$ cat src/rtl/ptt_pkg.sv
`default_nettype none
// ----------------------------------------------------------------------------
// ptt_pkg
// Shared constants, types and helpers for the periodic task timer bank.
// ----------------------------------------------------------------------------
package ptt_pkg;

   localparam int SLOTS        = 8;
   localparam int TICKS_PER_MS = 2;
   localparam int BASE_RATE    = 2000;
   localparam int ADDR_SLOTS   = 8;

   localparam int IDX_W  = (SLOTS > 1) ? $clog2(SLOTS) : 1;
   localparam int CNT_W  = 24 + $clog2(TICKS_PER_MS);
   localparam int REM_W  = (TICKS_PER_MS > 1) ? $clog2(TICKS_PER_MS) : 1;
   localparam int FIRE_W = (SLOTS < ADDR_SLOTS) ? SLOTS : ADDR_SLOTS;

   localparam logic [CNT_W-1:0] RELOAD_RESET = CNT_W'(BASE_RATE * TICKS_PER_MS);
   localparam logic [7:0]       EVENT_MAX    = 8'd255;

   typedef enum logic [2:0] {
      KIND_TICK   = 3'd0,
      KIND_ALLOC  = 3'd1,
      KIND_SET    = 3'd2,
      KIND_READ   = 3'd3,
      KIND_CLEAR  = 3'd4,
      KIND_TIME   = 3'd5
   } kind_type;

   typedef enum logic [2:0] {
      OP_NONE,
      OP_TICK,
      OP_ALLOC,
      OP_SET,
      OP_READ,
      OP_CLEAR,
      OP_TIME
   } op_type;

   typedef struct packed {
      logic   load;
      op_type op;
   } cmd_type;

   // slot field to array index, zero-extended or truncated to the bank depth
   function automatic logic [IDX_W-1:0] to_idx(input logic [2:0] s);
      logic [IDX_W+2:0] wide;
      wide = {{IDX_W{1'b0}}, s};
      return wide[IDX_W-1:0];
   endfunction

endpackage
`default_nettype wire

$ cat src/rtl/ptt_ctrl.sv
`default_nettype none
// ----------------------------------------------------------------------------
// ptt_ctrl
// Handshake controller: decodes the request kind into a datapath command and
// tracks the occupancy of the response register.
// ----------------------------------------------------------------------------
module ptt_ctrl (
   input  wire logic             clock,
   input  wire logic             reset,
   input  wire logic             req_valid,
   output logic                  req_stall,
   input  wire logic [2:0]       req_kind,
   output logic                  rsp_valid,
   input  wire logic             rsp_stall,
   output ptt_pkg::cmd_type      cmd
);

   typedef enum logic {
      ST_EMPTY,
      ST_FULL
   } state_type;

   state_type state_ff, state_in;
   logic      accept;
   ptt_pkg::op_type op;

   assign rsp_valid = (state_ff == ST_FULL);
   // the response register frees up in the same cycle its beat is taken
   assign req_stall = (state_ff == ST_FULL) && rsp_stall;
   assign accept    = req_valid && !req_stall;

   always_comb begin
      unique case (ptt_pkg::kind_type'(req_kind))
         ptt_pkg::KIND_TICK:  op = ptt_pkg::OP_TICK;
         ptt_pkg::KIND_ALLOC: op = ptt_pkg::OP_ALLOC;
         ptt_pkg::KIND_SET:   op = ptt_pkg::OP_SET;
         ptt_pkg::KIND_READ:  op = ptt_pkg::OP_READ;
         ptt_pkg::KIND_CLEAR: op = ptt_pkg::OP_CLEAR;
         ptt_pkg::KIND_TIME:  op = ptt_pkg::OP_TIME;
         default:             op = ptt_pkg::OP_NONE;
      endcase
   end

   assign cmd.load = accept;
   assign cmd.op   = op;

   always_comb begin
      state_in = state_ff;
      if (accept) begin
         state_in = ST_FULL;
      end else if (!rsp_stall) begin
         state_in = ST_EMPTY;
      end
   end

   always_ff @(posedge clock) begin
      if (reset) begin
         state_ff <= ST_EMPTY;
      end else begin
         state_ff <= state_in;
      end
   end

endmodule
`default_nettype wire

$ cat src/rtl/ptt_datapath.sv
`default_nettype none
// ----------------------------------------------------------------------------
// ptt_datapath
// Slot bank state, tick time counters and the response register.
// ----------------------------------------------------------------------------
module ptt_datapath (
   input  wire logic             clock,
   input  wire logic             reset,
   input  wire ptt_pkg::cmd_type cmd,
   input  wire logic [2:0]       req_slot,
   input  wire logic [23:0]      req_period_ms,
   output logic [2:0]            rsp_slot_out,
   output logic                  rsp_ok,
   output logic [7:0]            rsp_flag_count,
   output logic [62:0]           rsp_time_ms,
   output logic [7:0]            rsp_fire_mask
);

   localparam int CW = ptt_pkg::CNT_W;
   localparam int RW = ptt_pkg::REM_W;
   localparam int IW = ptt_pkg::IDX_W;

   logic          in_use_ff [ptt_pkg::SLOTS];
   logic          in_use_in [ptt_pkg::SLOTS];
   logic [CW-1:0] reload_ff [ptt_pkg::SLOTS];
   logic [CW-1:0] reload_in [ptt_pkg::SLOTS];
   logic [CW-1:0] down_ff   [ptt_pkg::SLOTS];
   logic [CW-1:0] down_in   [ptt_pkg::SLOTS];
   logic [7:0]    event_ff  [ptt_pkg::SLOTS];
   logic [7:0]    event_in  [ptt_pkg::SLOTS];

   logic [63:0]   tick_time_ff, tick_time_in;
   logic [63:0]   ms_ff, ms_in;
   logic [RW-1:0] rem_ff, rem_in;

   logic [2:0]    slot_out_ff, slot_out_in;
   logic          ok_ff, ok_in;
   logic [7:0]    flag_ff, flag_in;
   logic [62:0]   time_ff, time_in;
   logic [7:0]    fire_ff, fire_in;

   logic          slot_ok;
   logic [IW-1:0] slot_idx;
   logic [CW-1:0] ticks;
   logic          alloc_hit;
   logic [IW-1:0] alloc_idx;
   logic [2:0]    alloc_num;
   logic [7:0]    fire_v;

   assign slot_ok  = ({3'b000, req_slot} < 6'(ptt_pkg::SLOTS));
   assign slot_idx = ptt_pkg::to_idx(req_slot);
   assign ticks    = CW'(req_period_ms) * CW'(ptt_pkg::TICKS_PER_MS);

   // lowest free slot among those the response can name
   always_comb begin
      alloc_hit = 1'b0;
      alloc_idx = '0;
      alloc_num = '0;
      for (int i = ptt_pkg::FIRE_W - 1; i >= 0; i--) begin
         if (!in_use_ff[i]) begin
            alloc_hit = 1'b1;
            alloc_idx = IW'(i);
            alloc_num = 3'(i);
         end
      end
   end

   always_comb begin
      fire_v = '0;
      for (int i = 0; i < ptt_pkg::FIRE_W; i++) begin
         fire_v[i] = in_use_ff[i] && (down_ff[i] == '0);
      end
   end

   always_comb begin
      in_use_in    = in_use_ff;
      reload_in    = reload_ff;
      down_in      = down_ff;
      event_in     = event_ff;
      tick_time_in = tick_time_ff;
      ms_in        = ms_ff;
      rem_in       = rem_ff;
      slot_out_in  = '0;
      ok_in        = 1'b0;
      flag_in      = '0;
      time_in      = '0;
      fire_in      = '0;
      if (cmd.load) begin
         unique case (cmd.op)
            ptt_pkg::OP_TICK: begin
               for (int i = 0; i < ptt_pkg::SLOTS; i++) begin
                  if (down_ff[i] != '0) begin
                     down_in[i] = down_ff[i] - CW'(1);
                  end else begin
                     down_in[i] = reload_ff[i];
                     if (event_ff[i] != ptt_pkg::EVENT_MAX) begin
                        event_in[i] = event_ff[i] + 8'd1;
                     end
                  end
               end
               tick_time_in = tick_time_ff + 64'd1;
               // quotient tracked alongside, restarting when tick time wraps
               if (tick_time_ff == '1) begin
                  ms_in  = '0;
                  rem_in = '0;
               end else if (rem_ff == RW'(ptt_pkg::TICKS_PER_MS - 1)) begin
                  ms_in  = ms_ff + 64'd1;
                  rem_in = '0;
               end else begin
                  rem_in = rem_ff + RW'(1);
               end
               fire_in = fire_v;
               ok_in   = 1'b1;
            end
            ptt_pkg::OP_ALLOC: begin
               if (alloc_hit) begin
                  in_use_in[alloc_idx] = 1'b1;
                  reload_in[alloc_idx] = ticks;
                  down_in[alloc_idx]   = ticks;
                  event_in[alloc_idx]  = '0;
                  slot_out_in          = alloc_num;
                  ok_in                = 1'b1;
               end
            end
            ptt_pkg::OP_SET: begin
               if (slot_ok) begin
                  reload_in[slot_idx] = ticks;
                  down_in[slot_idx]   = ticks;
                  event_in[slot_idx]  = '0;
                  ok_in               = 1'b1;
               end
            end
            ptt_pkg::OP_READ: begin
               if (slot_ok) begin
                  flag_in = event_ff[slot_idx];
                  ok_in   = 1'b1;
               end
            end
            ptt_pkg::OP_CLEAR: begin
               if (slot_ok) begin
                  event_in[slot_idx] = '0;
                  ok_in              = 1'b1;
               end
            end
            ptt_pkg::OP_TIME: begin
               time_in = ms_ff[62:0];
               ok_in   = 1'b1;
            end
            default: begin
               ok_in = 1'b0;
            end
         endcase
      end
   end

   always_ff @(posedge clock) begin
      if (reset) begin
         for (int i = 0; i < ptt_pkg::SLOTS; i++) begin
            in_use_ff[i] <= 1'b0;
            reload_ff[i] <= ptt_pkg::RELOAD_RESET;
            down_ff[i]   <= '0;
            event_ff[i]  <= '0;
         end
         tick_time_ff <= '0;
         ms_ff        <= '0;
         rem_ff       <= '0;
      end else begin
         in_use_ff    <= in_use_in;
         reload_ff    <= reload_in;
         down_ff      <= down_in;
         event_ff     <= event_in;
         tick_time_ff <= tick_time_in;
         ms_ff        <= ms_in;
         rem_ff       <= rem_in;
      end
   end

   // response register, loaded once per accepted beat
   always_ff @(posedge clock) begin
      if (cmd.load) begin
         slot_out_ff <= slot_out_in;
         ok_ff       <= ok_in;
         flag_ff     <= flag_in;
         time_ff     <= time_in;
         fire_ff     <= fire_in;
      end
   end

   assign rsp_slot_out   = slot_out_ff;
   assign rsp_ok         = ok_ff;
   assign rsp_flag_count = flag_ff;
   assign rsp_time_ms    = time_ff;
   assign rsp_fire_mask  = fire_ff;

endmodule
`default_nettype wire

$ cat src/rtl/periodic_task_timer_bank.sv
`default_nettype none
// latency: a response is valid in the cycle after its request beat is accepted
// throughput: one request per cycle unless a held response is stalled, set by
//   the single response register, which reloads in the same cycle its beat is taken
// reset clears all slots to free with period 4000 ticks, counters, event
//   counts and tick time to zero; no response is pending after reset
// ----------------------------------------------------------------------------
// periodic_task_timer_bank
// Bank of periodic timer slots driven by tick, allocate, set period, flag
// and time requests.
// ----------------------------------------------------------------------------
module periodic_task_timer_bank (
   input  wire logic        clock,
   input  wire logic        reset,
   input  wire logic        req_valid,
   output logic             req_stall,
   input  wire logic [2:0]  req_kind,
   input  wire logic [2:0]  req_slot,
   input  wire logic [23:0] req_period_ms,
   output logic             rsp_valid,
   input  wire logic        rsp_stall,
   output logic [2:0]       rsp_slot_out,
   output logic             rsp_ok,
   output logic [7:0]       rsp_flag_count,
   output logic [62:0]      rsp_time_ms,
   output logic [7:0]       rsp_fire_mask
);

   ptt_pkg::cmd_type cmd;

   ptt_ctrl u_ctrl (
      .clock     (clock),
      .reset     (reset),
      .req_valid (req_valid),
      .req_stall (req_stall),
      .req_kind  (req_kind),
      .rsp_valid (rsp_valid),
      .rsp_stall (rsp_stall),
      .cmd       (cmd)
   );

   ptt_datapath u_datapath (
      .clock          (clock),
      .reset          (reset),
      .cmd            (cmd),
      .req_slot       (req_slot),
      .req_period_ms  (req_period_ms),
      .rsp_slot_out   (rsp_slot_out),
      .rsp_ok         (rsp_ok),
      .rsp_flag_count (rsp_flag_count),
      .rsp_time_ms    (rsp_time_ms),
      .rsp_fire_mask  (rsp_fire_mask)
   );

endmodule
`default_nettype wire

$ cat config.mk
export PLATFORM = sky130hd
export DESIGN_NAME = periodic_task_timer_bank
export DESIGN_NICKNAME = d
export VERILOG_FILES = /design/src/rtl/ptt_pkg.sv /design/src/rtl/ptt_ctrl.sv /design/src/rtl/ptt_datapath.sv /design/src/rtl/periodic_task_timer_bank.sv
export SDC_FILE = /design/constraint.sdc
export NUM_CORES = 2
export LEC_CHECK = 0
export BUFFER_PORTS_ARGS = -buffer_cell sky130_fd_sc_hd__buf_2
export CAP_MARGIN = 20
export CORE_MARGIN = 2
export CORE_UTILIZATION = 36
export CTS_BUF_LIST = sky130_fd_sc_hd__clkbuf_16
export DETAILED_ROUTE_END_ITERATION = 7
export PLACE_DENSITY = 0.56
export SETUP_SLACK_MARGIN = 0.05
export SYNTH_ARGS = -nofsm -noshare
export SYNTH_HDL_FRONTEND = slang
export SYNTH_SLANG_ARGS = --single-unit
$ cat constraint.sdc
create_clock -name clock -period 5 [get_ports clock]
set_input_delay 0.5 -clock clock [delete_from_list [all_inputs] [get_ports clock]]
set_output_delay 0.5 -clock clock [all_outputs]
set_load 0.05 [all_outputs]
Word level (Yosys, flattened, before mapping)
Cells that the tools add are included.
{"block": "totals", "reg_bits": 685, "inputBits": 34, "output_inout_bits": 85, "elab_cells": 231}
{"block": "classes", "addsub": 19, "order_cmp": 4, "eq_ne": 38, "n_mux": 72, "n_bitwise": 7, "n_reduce_logical": 50}
{"operator": "$bwmux 200", "count": 4}
{"operator": "$pmux 200 s3", "count": 1}
{"operator": "$mux 200", "count": 2}
{"operator": "$pmux 200 s2", "count": 1}
{"operator": "$mux 25", "count": 10}
{"operator": "$logic_not 25->1", "count": 8}
{"operator": "$reduce_bool 25->1", "count": 8}
{"operator": "$sub 25x1->25 const B", "count": 8}
{"operator": "$mux 64", "count": 3}
{"operator": "$pmux 64 s3", "count": 1}
{"operator": "$mux 8", "count": 20}
{"operator": "$demux 25 s3", "count": 2}
{"operator": "$add 64x1->64 const B", "count": 2}
{"operator": "$and 64x64->64", "count": 2}
{"operator": "$not 64->64", "count": 2}
{"operator": "$add 8x1->8 const B", "count": 8}
{"operator": "$eq 64x64->1 const B", "count": 1}
{"operator": "$ne 8x8->1 const B", "count": 8}
{"operator": "$demux 8 s3", "count": 2}
{"operator": "$reduce_and 5->1", "count": 8}
{"operator": "$bmux 8 s3", "count": 1}
{"operator": "$mux 3", "count": 8}
{"operator": "$ne 2x1->1 const B", "count": 10}
{"operator": "$pmux 3 s6", "count": 1}
{"operator": "other kinds (21)", "count": 69}

Longest topological paths before layout
{"block": "depth", "ltp_word": 17, "mapped_depth": 11, "depth_no_buf": 9}

Cells and area by module
From an unflattened synthesis, not the netlist that was laid out.
{"block": "unflattened", "cells_unflattened": 4369, "hier_area_um2": 35828.1}
{"module": "ptt_datapath", "instances": 1, "cells_each": 4357, "area_per_inst_um2": 35738.0}
{"module": "ptt_ctrl", "instances": 1, "cells_each": 12, "area_per_inst_um2": 90.1}

Worst setup path before layout
OpenSTA, ideal clock, no wires.
{"block": "synth_timing", "path_kind": "reg-to-reg", "start": "reg u_ctrl.state_ff, in the netlist u_ctrl.rsp_valid", "end": "reg u_datapath.reload_ff[122] (netlist name)", "setup_time_ns": 0.070, "t_arrival_ns": 5.228, "t_required_ns": 4.930, "path_slack_ns": -0.298, "path_stages_with_launch": 11, "n_path_buf": 3, "path_cell_list": "dfxtp_1 > a21bo_2 > inv_1 > clkbuf_1 > o211ai_1 > or2_2 > clkbuf_1 > nor2_1 > clkbuf_1 > nand2_1 > a21oi_1"}
{"block": "synth_via", "elab_chain_cells": 4}
{"element": "from (decl)", "line": "ptt_ctrl.sv:23", "rtl": "state_type state_ff, state_in;"}
{"element": "from (signal assigned)", "line": "ptt_ctrl.sv:60", "rtl": "state_ff <= state_in;"}
{"element": "$logic_and 1x1->1", "line": "ptt_ctrl.sv:29", "rtl": "assign req_stall = (state_ff == ST_FULL) && rsp_stall;"}
{"element": "$logic_not 1->1", "line": "ptt_ctrl.sv:30", "rtl": "assign accept = req_valid && !req_stall;"}
{"element": "$logic_and 1x1->1", "line": "ptt_ctrl.sv:30"}
{"element": "named net u_ctrl.accept", "line": "ptt_ctrl.sv:24", "rtl": "logic accept;"}
{"element": "$reduce_and 3->1 (no source line)"}
{"element": "to (signal, indexed assignment)", "line": "ptt_datapath.sv:160", "rtl": "reload_ff[i] <= ptt_pkg::RELOAD_RESET;"}
{"element": "to (signal assigned)", "line": "ptt_datapath.sv:169", "rtl": "reload_ff <= reload_in;"}
{"element": "to (decl)", "line": "ptt_datapath.sv:25", "rtl": "logic [CW-1:0] reload_ff [ptt_pkg::SLOTS];"}
The timed path passes the listed nets, and every way through them passes these cells.
A chain may end at the register's enable or synchronous reset.

Worst setup path in the final report
{"block": "layout_timing", "start": "reg u_datapath.in_use_ff[7] (netlist name)", "end": "reg u_datapath.down_ff[66] (netlist name)"}
{"block": "layout_via", "elab_chain_cells": 9, "elab_cells_between_ends": 13, "classes_between": "order compare: 2; eq/ne: 1; mux: 7; bitwise: 1; reduce/logical: 2"}
{"element": "from (decl)", "line": "ptt_datapath.sv:23", "rtl": "logic in_use_ff [ptt_pkg::SLOTS];"}
{"element": "from (signal assigned)", "line": "ptt_datapath.sv:168", "rtl": "in_use_ff <= in_use_in;"}
{"element": "$mux 3", "line": "ptt_datapath.sv:60", "rtl": "if (!in_use_ff[i]) begin"}
{"element": "$not 3->4 (implied by the code)", "line": "ptt_datapath.sv:119", "rtl": "down_in[alloc_idx] = ticks;"}
{"element": "$ge 4x4->1 (implied by the code) or $lt 4x1->1 (tied branches)", "line": "ptt_datapath.sv:119"}
{"element": "$logic_and 1x1->1 (implied by the code)", "line": "ptt_datapath.sv:119"}
{"element": "$mux 25 (implied by the code)", "line": "ptt_datapath.sv:119"}
{"element": "$demux 25 s3", "line": "ptt_datapath.sv:119"}
{"element": "$bwmux 200", "line": "ptt_datapath.sv:119"}
{"element": "$mux 200", "line": "ptt_datapath.sv:116", "rtl": "if (alloc_hit) begin"}
{"element": "$pmux 200 s3", "line": "ptt_datapath.sv:89", "rtl": "unique case (cmd.op)"}
{"element": "to (signal assigned)", "line": "ptt_datapath.sv:170", "rtl": "down_ff <= down_in;"}
{"element": "to (decl)", "line": "ptt_datapath.sv:27", "rtl": "logic [CW-1:0] down_ff [ptt_pkg::SLOTS];"}
Several ways; a longest one is shown, not always the timed one. The select of a mux whose other input is x is not followed.

==> out/results.txt <==
drc violations = 1
H-tree Lvls = 3
antenna violations before repair = 2
post-synth cell types = 85
Startpoint Class = flop
CTS Sinks = 676
dpl hpwl = 75.11 mm
Initial DRC Count = 3,890
Hold WC Path Type = in2reg
Syn Inst Count = 4,327
cts hold-fix bufs = 0
Layout Cells excl Fill = 5,627
hold path start = req_valid
status = finished with violations
Core Util, Final = 40.62%
fmax = 292.0 MHz
met3 WL = 8.405 mm
GR Overflow Total = 0
hold depth = 2
vias in the first global route = 29,195
Synth Register Bits = 676
Num CTS Buffers = 78
ys async rst share = 0%
Tightest Pin Transition = 1114 ps
Worst Setup SP = u_datapath.in_use_ff[7]$_SDFFE_PP0P_
Die ar. = 97,710 sq um
Hold Vio Cnt, Final = 0
share of layout cells above drive strength 1 = 8.718%
Worst Skew = 26.58 ps
RePlAce Congestion = 0.9302
RSZ-0062 raised after global routing = no
CP max stage delay = 890 ps
Tot GR Track Use = 23.08%
setup tns final = 0 ps
r2r worst-path depth = 8
DRT antenna net count = 0
clock latency on the worst-skew pair = 640 ps
Top FF cell, synth = dfxtp_1
mapped cell area = 34,280 sq um
Max transition margin = 25.04%
Initial Util = 36.19%
wire length on met1 = 55.51 mm
# resized after CTS = 0
peak supply drop = 0.0003625 V
Core ar. = 94,730 sq um
P per Cell Area = 541.0 nW/um^2
r2r endpoint = u_datapath.down_ff[66]$_SDFFE_PP0P_
Syn Nets = 4,387
Hold Path End = u_ctrl.rsp_valid$_SDFFE_PP0P_
Synth warnings = 0
DR vias = 32,280
fin. max-slew vios = 0
largest net degree at the start of global routing = 162
Critical Path AT = 3970 ps
failing checks = design-rule violations
CP max stage cell = and2_1
minimum clock period after layout = 3424 ps
area occupied by multi-input gates = 18,610 sq um
Via-to-Cell Ratio = 5.737
# setup viols final = 0
chip height = 312.6 um
crit-path max FO = 26
root buffer cell = clkbuf_16
fin crit share = 68.48%
met2 WL post-DR = 49.69 mm
leakage = 13.80 nW
IO buf count = 118
top sig layer = met5
Fill cells = 9,746
final WL = 116.9 mm
Reg area = 14,360 sq um
required time of the critical path = 5540 ps
Ports = 119
Placed Cells = 5,483
worst reg-to-reg setup slack = 1580 ps
crit path capture type = flop
CTS tree = done
CP Depth = 8
syn_area_per_cell = 7.922 sq um
cell class contributing the biggest share of worst-path delay = compound AO/OA/AOI/OAI gates
Buf/Inv on CP = 2
r2r startpoint = u_datapath.in_use_ff[7]$_SDFFE_PP0P_
CP Cell Sequence = inv_1, a21oi_1, o21ai_0, o22ai_2, buf_4, and2_1, nand2_1, a31oi_1
CP Class = reg2reg
first-pass GRT wire length = 179.2 mm
register area share after synthesis = 41.90%
Max-Cap Viols = 0
Worst-path clk slew = 60 ps
area delta synth->final = 12.23%
CTS Buffer Depth = 3
WL per Instance = 20.77 um
# rows = 113
Die X = 312.6 um
Nets = 4,358
post-CTS setup buffer count = 0
first drt pass iteration count = 8
EDFF count, synth = 83
[flip-flops by register name (all words and copies together), names as in the netlist, 63 cells and up]
signal and cells:
u_datapath.event_ff 64, u_datapath.reload_ff 192, u_datapath.down_ff 200, u_datapath.rsp_time_ms 63, u_datapath.tick_time_ff 64, u_datapath.ms_ff 63
[report_power, final]
part	switching, mW	internal [mW]
sequential	0.375	5.80
clock	2.42	3.29
combinational	5.70	3.22
total	8.49	12.3
[placed cells by master, fill, tap and decap left out, drive strengths merged, types with 45 or more instances in the layout]
master,n
xnor2,135
o21ai,275
edfxtp,83
or3,47
nand4,58
nor3,197
buf,186
nand3,195
and2,83
and3,47
a22oi,45
a211oi,60
xor2,94
inv,90
clkbuf,79
nand2,684
a21oi,371
nor2,413
dfxtp,593
nor4,81
[cell type report]
class / instances / area share, %
Clock inverter: 62 / 1.382
Tap cell: 1265 / 4.114
Antenna cell: 3 / 0.01951
Timing Repair Buffer: 186 / 3.018
Clock buffer: 79 / 5.138
Sequential cell: 676 / 37.33
Inverter: 64 / 0.6341
Multi-Input combinational cell: 3292 / 48.36
[Yosys cell counts (26+ instances only)]
library cell,count,area [sq um]
nand2_1,682,2560
dfxtp_1,593,11870
nor2_1,409,1535
a21oi_1,370,1852
clkbuf_1,266,998.5
o21ai_0,265,1326
nand3_1,195,975.9
nor3_1,192,960.9
xnor2_1,135,1182
xor2_1,94,823.3
and2_1,83,519.3
edfxtp_1,83,2492
nor4_1,77,481.7
inv_1,64,240.2
a211oi_1,60,450.4
nand4_1,58,362.9
and3_1,47,294.0
or3_1,47,294.0
a22oi_1,45,337.8
a221oi_1,44,385.4
a31oi_1,37,231.5
o31ai_1,28,210.2
or4_1,27,202.7
ha_1,26,325.3
[layer usage]
layer | global-route usage (%) | vias to the layer above
li1 | - | 15469
met1 | 33.99 | 15445
met2 | 34.58 | 1161
met3 | 3.530 | 201
met4 | 6.992 | 4
met5 | 0 | -
[cell families (layout without fill, tap and decap cells)]
group	count (synthesis)	count (layout)	share of synthesized area, %
multiplexers	36	36	1.223
XOR/XNOR	229	229	5.851
AO/OA/AOI/OAI	1055	1055	19.17
buffers and inverters	359	391	4.143
other	0	3	0
flip-flops	676	676	41.90
AND/OR/NAND/NOR	1946	1946	26.77
adder cells (fa/ha/maj)	26	26	0.9490
[stage by stage]
step / setup WS (ps) / instance area, sq um / total power, mW / hold slack [ps]
2_1_floorplan: 1251 / 34280 / 12.88 / 415.9
3_3_place_gp: 1447 / 35950 / 14.99 / 436.0
3_5_place_dp: 1396 / 35960 / 15.00 / 440.9
4_1_cts: 1716 / 38470 / 20.77 / 60.37
5_1_grt: 1339 / 38470 / 22.08 / 92.09
6_report: 1576 / 38470 / 20.81 / 96.65
[how the worst max path moves through the flow]
stage | to | slack (ps)
floorplan | u_datapath.reload_ff[122]$_SDFFE_PP0P_ | 1250
global placement | u_datapath.event_ff[22]$_SDFFE_PP0P_ | 1450
detailed placement | u_datapath.event_ff[22]$_SDFFE_PP0P_ | 1400
CTS | u_datapath.down_ff[66]$_SDFFE_PP0P_ | 1720
global route | u_datapath.down_ff[66]$_SDFFE_PP0P_ | 1340
finish | u_datapath.down_ff[66]$_SDFFE_PP0P_ | 1580
[worst register-to-register path, cell delays in order (launching register included)]
cell and delay (ps):
dfxtp_1 540, inv_1 240, a21oi_1 440, o21ai_0 270
o22ai_2 200, buf_4 330, and2_1 910, nand2_1 190
a31oi_1 210
No activity file was read; power rests on OpenSTA's default activity.
